==> src/hw/rtl/nps_pkg.sv <==
// Package for the next prime search block.
// Holds default widths, search constants and the controller/datapath interface structs.
package nps_pkg;

    localparam int NPS_VALUE_WIDTH   = 32;
    localparam int NPS_FIRST_DIVISOR = 2;
    localparam int NPS_FIRST_SQUARE  = 4;
    localparam int NPS_SMALL_LIMIT   = 2;

    typedef struct packed {
        logic load;
        logic div_start;
        logic next_divisor;
        logic next_candidate;
        logic out_load;
        logic out_zero;
    } nps_cmd_t;

    typedef struct packed {
        logic root_passed;
        logic div_done;
        logic rem_zero;
        logic cand_max;
    } nps_status_t;

endpackage

==> src/hw/rtl/nps_divider.sv <==
// Iterative restoring remainder unit, one quotient bit per cycle.
// Used by the next prime search datapath; depends on nothing else.
module nps_divider #(
    parameter int DW = 31
) (
    input  logic          aclk,
    input  logic          aresetn,
    input  logic          start,
    input  logic [DW-1:0] dividend,
    input  logic [DW-1:0] divisor,
    output logic          done,
    output logic [DW-1:0] remainder
);

    localparam int CW = $clog2(DW + 1);

    logic          busy_reg, busy_next;
    logic          done_reg, done_next;
    logic [CW-1:0] cnt_reg, cnt_next;
    logic [DW-1:0] dvd_reg, dvd_next;
    logic [DW-1:0] dsr_reg, dsr_next;
    logic [DW-1:0] rem_reg, rem_next;
    logic [DW:0]   shifted;
    logic [DW:0]   diff;

    assign shifted = {rem_reg, dvd_reg[DW-1]};
    assign diff    = shifted - {1'b0, dsr_reg};

    always_comb begin
        busy_next = busy_reg;
        done_next = 1'b0;
        cnt_next  = cnt_reg;
        dvd_next  = dvd_reg;
        dsr_next  = dsr_reg;
        rem_next  = rem_reg;
        if (start) begin
            busy_next = 1'b1;
            cnt_next  = CW'(DW);
            dvd_next  = dividend;
            dsr_next  = divisor;
            rem_next  = '0;
        end else if (busy_reg) begin
            dvd_next = {dvd_reg[DW-2:0], 1'b0};
            if (shifted >= {1'b0, dsr_reg}) begin
                rem_next = diff[DW-1:0];
            end else begin
                rem_next = shifted[DW-1:0];
            end
            cnt_next = cnt_reg - CW'(1);
            if (cnt_reg == CW'(1)) begin
                busy_next = 1'b0;
                done_next = 1'b1;
            end
        end
    end

    always_ff @(posedge aclk) begin
        if (!aresetn) begin
            busy_reg <= 1'b0;
            done_reg <= 1'b0;
            cnt_reg  <= '0;
        end else begin
            busy_reg <= busy_next;
            done_reg <= done_next;
            cnt_reg  <= cnt_next;
        end
        dvd_reg <= dvd_next;
        dsr_reg <= dsr_next;
        rem_reg <= rem_next;
    end

    assign done      = done_reg;
    assign remainder = rem_reg;

endmodule

==> src/hw/rtl/nps_datapath.sv <==
// Datapath of the next prime search: candidate, divisor, running square and result.
// Depends on nps_pkg and nps_divider.
module nps_datapath
    import nps_pkg::*;
#(
    parameter int VALUE_WIDTH = NPS_VALUE_WIDTH
) (
    input  logic                          aclk,
    input  logic                          aresetn,
    input  nps_cmd_t                      cmd,
    input  logic signed [VALUE_WIDTH-1:0] start_value,
    output nps_status_t                   status,
    output logic        [VALUE_WIDTH-2:0] prime_found
);

    localparam int DW = VALUE_WIDTH - 1;
    localparam int SW = DW + 1;

    logic [DW-1:0] cand_reg, cand_next;
    logic [DW-1:0] div_reg, div_next;
    logic [SW-1:0] sq_reg, sq_next;
    logic [DW-1:0] out_reg;
    logic          small_start;
    logic          div_done;
    logic [DW-1:0] remainder;

    assign small_start = start_value[VALUE_WIDTH-1]
                       | (start_value[DW-1:0] <= DW'(NPS_SMALL_LIMIT));

    always_comb begin
        cand_next = cand_reg;
        div_next  = div_reg;
        sq_next   = sq_reg;
        if (cmd.load) begin
            cand_next = small_start ? DW'(NPS_SMALL_LIMIT) : start_value[DW-1:0];
            div_next  = DW'(NPS_FIRST_DIVISOR);
            sq_next   = SW'(NPS_FIRST_SQUARE);
        end else if (cmd.next_candidate) begin
            cand_next = cand_reg + DW'(1);
            div_next  = DW'(NPS_FIRST_DIVISOR);
            sq_next   = SW'(NPS_FIRST_SQUARE);
        end else if (cmd.next_divisor) begin
            div_next = div_reg + DW'(1);
            sq_next  = sq_reg + {div_reg, 1'b1};
        end
    end

    always_ff @(posedge aclk) begin
        if (!aresetn) begin
            cand_reg <= '0;
            div_reg  <= '0;
            sq_reg   <= '0;
        end else begin
            cand_reg <= cand_next;
            div_reg  <= div_next;
            sq_reg   <= sq_next;
        end
        if (cmd.out_load) begin
            out_reg <= cmd.out_zero ? '0 : cand_reg;
        end
    end

    nps_divider #(
        .DW(DW)
    ) u_divider (
        .aclk     (aclk),
        .aresetn  (aresetn),
        .start    (cmd.div_start),
        .dividend (cand_reg),
        .divisor  (div_reg),
        .done     (div_done),
        .remainder(remainder)
    );

    assign status.root_passed = sq_reg > {1'b0, cand_reg};
    assign status.div_done    = div_done;
    assign status.rem_zero    = (remainder == '0);
    assign status.cand_max    = &cand_reg;
    assign prime_found        = out_reg;

endmodule

==> src/hw/rtl/nps_ctrl.sv <==
// Controller state machine of the next prime search.
// Depends on nps_pkg; drives the datapath through command and status structs.
module nps_ctrl
    import nps_pkg::*;
(
    input  logic        aclk,
    input  logic        aresetn,
    input  logic        s_valid,
    output logic        s_ready,
    output logic        m_valid,
    input  logic        m_ready,
    input  nps_status_t status,
    output nps_cmd_t    cmd
);

    typedef enum logic [2:0] {
        ST_IDLE,
        ST_CHECK,
        ST_DIVIDE,
        ST_FOUND,
        ST_FAIL
    } state_t;

    state_t state_reg, state_next;
    logic   m_valid_reg, m_valid_next;
    logic   out_free;

    assign out_free = !m_valid_reg || m_ready;

    always_comb begin
        state_next   = state_reg;
        m_valid_next = m_valid_reg && !m_ready;
        cmd          = '0;
        case (state_reg)
            ST_IDLE: begin
                if (s_valid) begin
                    cmd.load   = 1'b1;
                    state_next = ST_CHECK;
                end
            end
            ST_CHECK: begin
                if (status.root_passed) begin
                    state_next = ST_FOUND;
                end else begin
                    cmd.div_start = 1'b1;
                    state_next    = ST_DIVIDE;
                end
            end
            ST_DIVIDE: begin
                if (status.div_done) begin
                    if (!status.rem_zero) begin
                        cmd.next_divisor = 1'b1;
                        state_next       = ST_CHECK;
                    end else if (status.cand_max) begin
                        state_next = ST_FAIL;
                    end else begin
                        cmd.next_candidate = 1'b1;
                        state_next         = ST_CHECK;
                    end
                end
            end
            ST_FOUND, ST_FAIL: begin
                if (out_free) begin
                    cmd.out_load = 1'b1;
                    cmd.out_zero = (state_reg == ST_FAIL);
                    m_valid_next = 1'b1;
                    state_next   = ST_IDLE;
                end
            end
            default: begin
                state_next = ST_IDLE;
            end
        endcase
    end

    always_ff @(posedge aclk) begin
        if (!aresetn) begin
            state_reg   <= ST_IDLE;
            m_valid_reg <= 1'b0;
        end else begin
            state_reg   <= state_next;
            m_valid_reg <= m_valid_next;
        end
    end

    assign s_ready = (state_reg == ST_IDLE);
    assign m_valid = m_valid_reg;

endmodule

==> src/hw/rtl/next_prime_search_top.sv <==
// Next prime search: smallest prime not below a signed start value, by trial division.
// Each tried divisor passes through the check state and a run of the serial remainder unit;
// a found prime is loaded into the output register once that register is free.
// The block works on one beat at a time, and the serial remainder unit sets the rate.
// A new beat is taken while the previous result still waits in the output register.
// Reset (aresetn, synchronous, active low) returns the block to idle with no result pending.
module next_prime_search_top
    import nps_pkg::*;
#(
    parameter int VALUE_WIDTH = NPS_VALUE_WIDTH
) (
    input  logic                          aclk,
    input  logic                          aresetn,
    input  logic                          s_valid,
    output logic                          s_ready,
    input  logic signed [VALUE_WIDTH-1:0] s_start_value,
    output logic                          m_valid,
    input  logic                          m_ready,
    output logic        [VALUE_WIDTH-2:0] m_prime_found
);

    nps_cmd_t    cmd;
    nps_status_t status;

    nps_ctrl u_ctrl (
        .aclk   (aclk),
        .aresetn(aresetn),
        .s_valid(s_valid),
        .s_ready(s_ready),
        .m_valid(m_valid),
        .m_ready(m_ready),
        .status (status),
        .cmd    (cmd)
    );

    nps_datapath #(
        .VALUE_WIDTH(VALUE_WIDTH)
    ) u_datapath (
        .aclk       (aclk),
        .aresetn    (aresetn),
        .cmd        (cmd),
        .start_value(s_start_value),
        .status     (status),
        .prime_found(m_prime_found)
    );

endmodule

==> config.mk <==
export PLATFORM = sky130hd
export DESIGN_NAME = next_prime_search_top
export DESIGN_NICKNAME = d
export VERILOG_FILES = /design/src/hw/rtl/nps_pkg.sv /design/src/hw/rtl/nps_divider.sv /design/src/hw/rtl/nps_datapath.sv /design/src/hw/rtl/nps_ctrl.sv /design/src/hw/rtl/next_prime_search_top.sv
export SDC_FILE = /design/constraint.sdc
export NUM_CORES = 1
export LEC_CHECK = 0
export BUFFER_PORTS_ARGS = -buffer_cell sky130_fd_sc_hd__buf_2
export CAP_MARGIN = 10
export CORE_ASPECT_RATIO = 0.8
export CORE_MARGIN = 1
export CORE_UTILIZATION = 24
export CTS_CLUSTER_DIAMETER = 40
export CTS_CLUSTER_SIZE = 30
export DETAILED_ROUTE_END_ITERATION = 16
export PLACE_DENSITY = 0.43
export SLEW_MARGIN = 20
export SYNTH_ARGS = -nofsm -noshare
export SYNTH_HDL_FRONTEND = slang
export SYNTH_HIERARCHICAL = 1
export SYNTH_SLANG_ARGS = --single-unit
==> constraint.sdc <==
create_clock -name aclk -period 7.8 [get_ports aclk]
set_input_delay 0.78 -clock aclk [delete_from_list [all_inputs] [get_ports aclk]]
set_output_delay 0.78 -clock aclk [all_outputs]
set_load 0.05 [all_outputs]
==> results of run 1 <==
[per-stage QoR]
| step | power, mW | utilization [%] |
|---|---|---|
| CTS | 4.82 | 28.7 |
| global placement | 3.09 | 26.4 |
| finish | 4.78 | 28.7 |
| floorplan | 2.69 | - |
| global route | 5.10 | 28.7 |
| detailed placement | 3.09 | 26.4 |
[how the worst min path moves through the flow]
stage,from,to,slack [ps],cells past startpoint
final,s_start_value[0],u_datapath/cand_reg[0]$_SDFFE_PN0P_,500,3
after floorplan,u_datapath/sq_reg[28]$_SDFFE_PP0P_,u_datapath/sq_reg[28]$_SDFFE_PP0P_,450,2
after CTS,s_start_value[4],u_datapath/cand_reg[4]$_SDFFE_PN0P_,480,3
after detailed placement,u_datapath/div_reg[29]$_SDFFE_PP0P_,u_datapath/u_divider/dsr_reg[29]$_DFFE_PP_,500,0
after global placement,u_datapath/u_divider/remainder[17]$_SDFFE_PP0P_,u_datapath/u_divider/remainder[17]$_SDFFE_PP0P_,490,2
after global routing,s_start_value[4],u_datapath/cand_reg[4]$_SDFFE_PN0P_,500,3
[area by class of cell]
cell class                      instances  area (sq um)
Clock buffer                           48          1100
Fill cell                            6050         40500
Inverter                               86           323
Sequential cell                       229          5520
Tap cell                              760           951
Multi-Input combinational cell       1165          7760
Timing Repair Buffer                   82           458
Clock inverter                         22           213
[worst register-to-register path: cells and delay by family, from the launching register on]
family / cells / cell delay [ps]
buf+inv: 2 / 700
compound gates: 10 / 1610
simple gates: 5 / 1190
fa+ha+maj: 1 / 320
flops: 1 / 460
[kinds of logic (layout without fill, tap and decap cells)]
kind of cell | Yosys count | after routing | synth area share (%)
AND/OR/NAND/NOR | 522 | 522 | 18.5
XOR/XNOR | 83 | 83 | 5.26
adder cells (fa/ha/maj) | 98 | 98 | 8.98
buffers and inverters | 151 | 238 | 4.30
flip-flops | 229 | 229 | 39.9
multiplexers | 56 | 56 | 4.33
AO/OA/AOI/OAI | 406 | 406 | 18.7
[power by group through the flow]
stage | Sequential [mW] | Combinational [mW] | Clock [mW]
2_1_floorplan | 1.56 | 1.14 | 0
3_3_place_gp | 1.60 | 1.49 | 0
3_5_place_dp | 1.60 | 1.49 | 0
4_1_cts | 1.58 | 1.50 | 1.74
5_1_grt | 1.60 | 1.69 | 1.80
6_report | 1.58 | 1.51 | 1.69
[layer usage]
layer	up-vias	GRT usage, %	part of all wire [%]
met1	5606	21.7	53
met4	0	3.60	1.9
met3	60	2.65	5.4
li1	5766	-	-
met2	267	19.8	40
met5	-	0	0
[placed cells by master (no fill, tap or decap), drive strengths merged, types with 48 or more instances in the layout]
master	n
nor2	168
a21oi	139
dfxtp	136
nand2	116
ha	96
edfxtp	93
inv	93
o21ai	85
buf	82
clkbuf	48
==> results.txt, run 1 <==
Number of stages on the worst setup path: 18
Clk_lat worst skew: 550 ps
Mapped Area: 13,800 sq um
Vias per inst: 4.89
Core box area: 56,800 sq um
Final period util: 56.9%
CP Cell Sequence: inv_1, ha_1, nor2b_1, o21a_1, o21a_1, o21a_1, o21a_1, o21ai_0, a31oi_1, o31ai_1, a21oi_1, nor3b_2, buf_4, nor2b_1, nand2b_1, nor3_1, o311ai_1, o21ai_0
Crit-path leading delay family: compound AO/OA/AOI/OAI gates
Number of inserted diodes: 0
Non-Filler Instances: 2,392
Run status: finished, final reports clean
Worst R2R Path Depth: 18
Final Slew Violations: 0
I/O pins: 69
Max_slew headroom: 23.0%
CP Launch Type: flop
Setup ws final: 3360 ps
Crit path DAT: 4830 ps
Post-synthesis async set-or-reset flop share: 0%
Post-synthesis sequential area ratio: 39.9%
Min-Delay Path Class: primary input to flop
Number of cell rows: 78
Placed cell area: 15,000 sq um
Clock Power Share: 35.5%
CP endpoint kind: flop
DRT antenna net count: 0
Worst Path Required: 8200 ps
Cts repair resizes: 0
Max-Cap Viols: 0
RSZ-0062 raised after global routing: no
Setup TNS: 0 ps
Final #Nets: 1,736
Die area: 58,600 sq um
Share of layout cells above drive strength 1: 12.6%
IO buf count: 68
Crit path launch: u_datapath/cand_reg[1]$_SDFFE_PN0P_
Cell internal pwr: 3.04 mW
PwrDens: 293 nW/um^2
Initial Util: 24.3%
Inst Count DP: 2,321
Residual DRC count: 0
Post-synth top cells: 166 x nor2_1, 139 x a21oi_1, 136 x dfxtp_1
Iter 0 DRT Violations: 940
CTS Buf Count: 38
Drt wl/cell: 17.3 um
Tot GR Track Use: 14.2%
Worst hold margin: 502 ps
R2R setup slack: 3360 ps
Area fraction of the dominant cell type after synthesis: 20.2%
Clock buffer depth: 3
Final wirelength: 41,400 um
Synth Flop Type: dfxtp_1
R2r endpoint: u_datapath/u_divider/remainder[27]$_SDFFE_PP0P_
Remaining Overflow, GRT: 0
Post-synthesis cell count: 1,545
Leakage Power: 6.36 nW
Slowest cell on crit path: buf_4
Ys Warns: 6
Synth area leader: edfxtp_1
Most used cell, CP: o21a_1
Die X: 270 um
NetSw: 1.74 mW
Dominant cells by area after synthesis: edfxtp_1 20%, dfxtp_1 20%, ha_1 8.7%
WS Path Type: flop to flop
Largest net degree at the start of global routing: 59
Sequential share of power: 33.0%
Place WS: 3340 ps
Clk_skew: 32.3 ps
Post-detail-place hpwl: 30,400 um
# clock sinks: 229
Final instance area: 16,300 sq um
Combinational power share: 31.5%
CTS tree: done
Synthesized flop and latch total: 229
# hold bufs at CTS: 0
H-tree depth: 2
Count of final setup violators: 0
Crit path to: u_datapath/u_divider/remainder[27]$_SDFFE_PP0P_
Post-CTS Setup Inserts: 0
Mapped Nets: 1,679
Fin. Hold Viols: 0
Max FFs per register: 32
Peak Freq: 225 MHz
Area Growth Syn to Fin: 18.0%
Global-route wire length before repair: 66,600 um
First-pass iteration count of the detailed router: 5
Clock Pin Slew Worst Setup and Hold Paths: 60 ps
Most frequent cell after synthesis: nor2_1
Min Tclk post-route: 4440 ps
Via count: 11,699
Worst VDD drop: 150 uV
Die height: 217 um
Synth Area per Inst: 8.95 sq um
Max FO, Critical Path: 58
Vias in the first global route: 11,493
Final GP Congestion: 0.838
Number of synthesized flops with an enable pin: 93
Synth cell types: 78
CP bufs+invs: 2
Switching Share: 36.4%
Root buf cell: clkbuf_16
Slowest stage delay, CP: 600 ps
Worst slew pin tran: 1150 ps
Initial antenna violation count: 0
Reg-to-Reg Start: u_datapath/cand_reg[1]$_SDFFE_PN0P_
Note: power is estimated with default switching activity, not from simulation.
==> run 2: changes to the inputs <==
--- a/config.mk
+++ b/config.mk
@@ -13,7 +13,7 @@
 export CTS_CLUSTER_DIAMETER = 40
 export CTS_CLUSTER_SIZE = 30
 export DETAILED_ROUTE_END_ITERATION = 16
-export PLACE_DENSITY = 0.43
+export PLACE_DENSITY = 0.44
 export SLEW_MARGIN = 20
 export SYNTH_ARGS = -nofsm -noshare
 export SYNTH_HDL_FRONTEND = slang
==> constraint.sdc (replaced) <==
create_clock -name aclk -period 3.8 [get_ports aclk]
set_input_delay 0.38 -clock aclk [delete_from_list [all_inputs] [get_ports aclk]]
set_output_delay 0.38 -clock aclk [all_outputs]
set_load 0.05 [all_outputs]
==> run 2 against run 1 <==
Cell count up 1.3%. Core utilization up 0.68 points. Clock power up 110%. Global-route usage up 0.25 points. Wire length up 2.6%. Largest cell class unchanged. Design area up 2.4%. Critical path type unchanged. Register-to-register slack worse by 3100 ps. Via count up 1.9%. Critical path depth down 2. First-iteration DRC count down 16%. Non-clock buffer count up 26. Sequential share of layout area down 0.74 points.
==> results.txt, run 2 (synthesized netlist as in run 1, its figures left out) <==
Max-Cap Viols: 0
Worst slew pin tran: 1020 ps
Fill cells: 6,066
Die X: 270 um
Drt wl/cell: 17.5 um
Final #Nets: 1,765
Slowest cell on crit path: dfxtp_2
Final wirelength: 42,500 um
Worst Path Required: 4010 ps
Commonest non-fill, non-tap cell in the layout: nor2_1
Worst VDD drop: 263 uV
Initial Util: 24.3%
Largest net degree at the start of global routing: 36
Place WS: 215 ps
Most frequent cells in the layout: 165 x nor2_1, 138 x a21oi_1, 132 x dfxtp_1
Die height: 217 um
Remaining Overflow, GRT: 0
CTS Buf Count: 41
Clk_skew: 31.8 ps
Initial antenna violation count: 0
Reg area: 5520 sq um
Max_slew headroom: 31.5%
DRT antenna net count: 0
Min Tclk post-route: 3580 ps
Met2 usage: 20.3%
CP Cell Sequence: inv_2, ha_1, a21o_1, a21o_1, a21o_1, a21oi_1, nor2b_1, o211ai_1, a31oi_1, o31ai_1, a21oi_2, nor3b_4, buf_12, nor2_2, clkinvlp_4, buf_12
Clk_lat worst skew: 540 ps
I/O pins: 69
Via count: 11,917
Final GP Congestion: 0.856
Share of layout cells above drive strength 1: 14.5%
Clock Pin Slew Worst Setup and Hold Paths: 50 ps
PwrDens: 611 nW/um^2
Busiest grt layer: met1
RSZ-0062 raised after global routing: no
Setup ws final: 223 ps
Multi-input gate area: 7850 sq um
Global Route met3 Usage: 2.27%
Max FO, Critical Path: 31
Most used cell, CP: a21o_1
Met1 usage: 22.5%
Final instance area: 16,700 sq um
First-pass iteration count of the detailed router: 6
Root buf cell: clkbuf_16
Number of inserted diodes: 0
Tot GR Track Use: 14.4%
Iter 0 DRT Violations: 787
H-tree depth: 2
WS Path Type: flop to flop
Slowest stage delay, CP: 350 ps
Count of final setup violators: 0
Final Slew Violations: 0
CP bufs+invs: 4
Die area: 58,600 sq um
Global-route wire length before repair: 67,300 um
Core box area: 56,800 sq um
Max FFs per register: 32
Vias in the first global route: 11,400
Post-detail-place hpwl: 32,000 um
Clock buffer depth: 3
Fin. Hold Viols: 0
Crit path DAT: 3790 ps
Crit-path leading delay family: compound AO/OA/AOI/OAI gates
CP endpoint kind: flop
CP Launch Type: flop
Area Growth Syn to Fin: 20.9%
# clock sinks: 229
Peak Freq: 280 MHz
Number of cell rows: 78
IO buf count: 68
CTS tree: done
Final period util: 94.1%
Leakage Power: 6.58 nW
Post-CTS Setup Inserts: 0
Placed cell area: 15,300 sq um
Min-Delay Path Class: primary input to flop
Vias per inst: 4.92
Run status: finished, final reports clean
Residual DRC count: 0
==> run 2: cell types whose count changed in the layout (fill, tap and decap cells not counted), sizes merged <==
cell	change
buf	+26
clkinv	+1
bufinv	+4
inv	-4
clkinvlp	-1
clkbuf	+5
==> run 2: path summary, 6_finish.rpt <==
| path | startpoint | end | slack, ps | cells past startpoint |
|---|---|---|---|---|
| hold reg to reg | u_datapath/u_divider/remainder[17]$_SDFFE_PP0P_ | u_datapath/u_divider/remainder[17]$_SDFFE_PP0P_ | 510 | 2 |
| setup / recovery | u_datapath/cand_reg[9]$_SDFFE_PN0P_ | u_datapath/u_divider/dvd_reg[22]$_DFFE_PP_ | 220 | 16 |
| setup reg to reg | u_datapath/cand_reg[9]$_SDFFE_PN0P_ | u_datapath/u_divider/dvd_reg[22]$_DFFE_PP_ | 220 | 16 |
| hold / removal | s_start_value[4] | u_datapath/cand_reg[4]$_SDFFE_PN0P_ | 110 | 3 |
==> run 2: routing by layer <==
layer	routed length, um	part of all wire, %	vias to the layer above
met4	644	1.5	0
li1	-	-	5822
met2	17200	41	291
met1	22100	52	5757
met5	0	0	-
met3	2500	5.9	47
==> run 2: repair_timing <==
action,in CTS,in global routing
hold buffers,0,0
endpoints found under the setup margin,0,12
hold endpoints to repair,0,0
gates resized for setup,0,2
==> run 2: layout make-up <==
type / instances / share of cell area, %
flip-flops and latches: 229 / 33.1
well taps: 760 / 5.69
clock buffers: 53 / 6.59
repair buffers: 108 / 4.23
clock inverters: 22 / 1.48
multi-input cells: 1165 / 47.0
inverters: 86 / 1.95
==> run 2: through the flow <==
stage	setup TNS [ps]	instances	total power, mW	hold slack [ps]	utilization [%]
after global placement	0	2348	6.61	491	27.0
final	0	2423	10.2	111	29.4
after CTS	0	2423	10.3	87.0	29.4
after global routing	0	2423	10.9	117	29.4
after floorplan	-8160	1545	5.59	446	-
after detailed placement	0	2348	6.60	509	27.0
==> run 2: report_power, final <==
group | leakage, nW | internal [mW] | total [mW] | switching [mW]
logic | 3.95 | 1.38 | 3.36 | 1.98
clock network | 0.654 | 2.33 | 3.62 | 1.29
registers | 1.97 | 2.93 | 3.23 | 0.295
total | 6.58 | 6.64 | 10.2 | 3.57
==> run 2: worst register-to-register path, stage by stage, from the launching register on <==
cell,delay (ps)
dfxtp_2,350
inv_2,50
ha_1,290
a21o_1,160
a21o_1,170
a21o_1,170
a21oi_1,130
nor2b_1,70
o211ai_1,190
a31oi_1,190
o31ai_1,350
a21oi_2,140
nor3b_4,320
buf_12,240
nor2_2,90
clkinvlp_4,120
buf_12,200
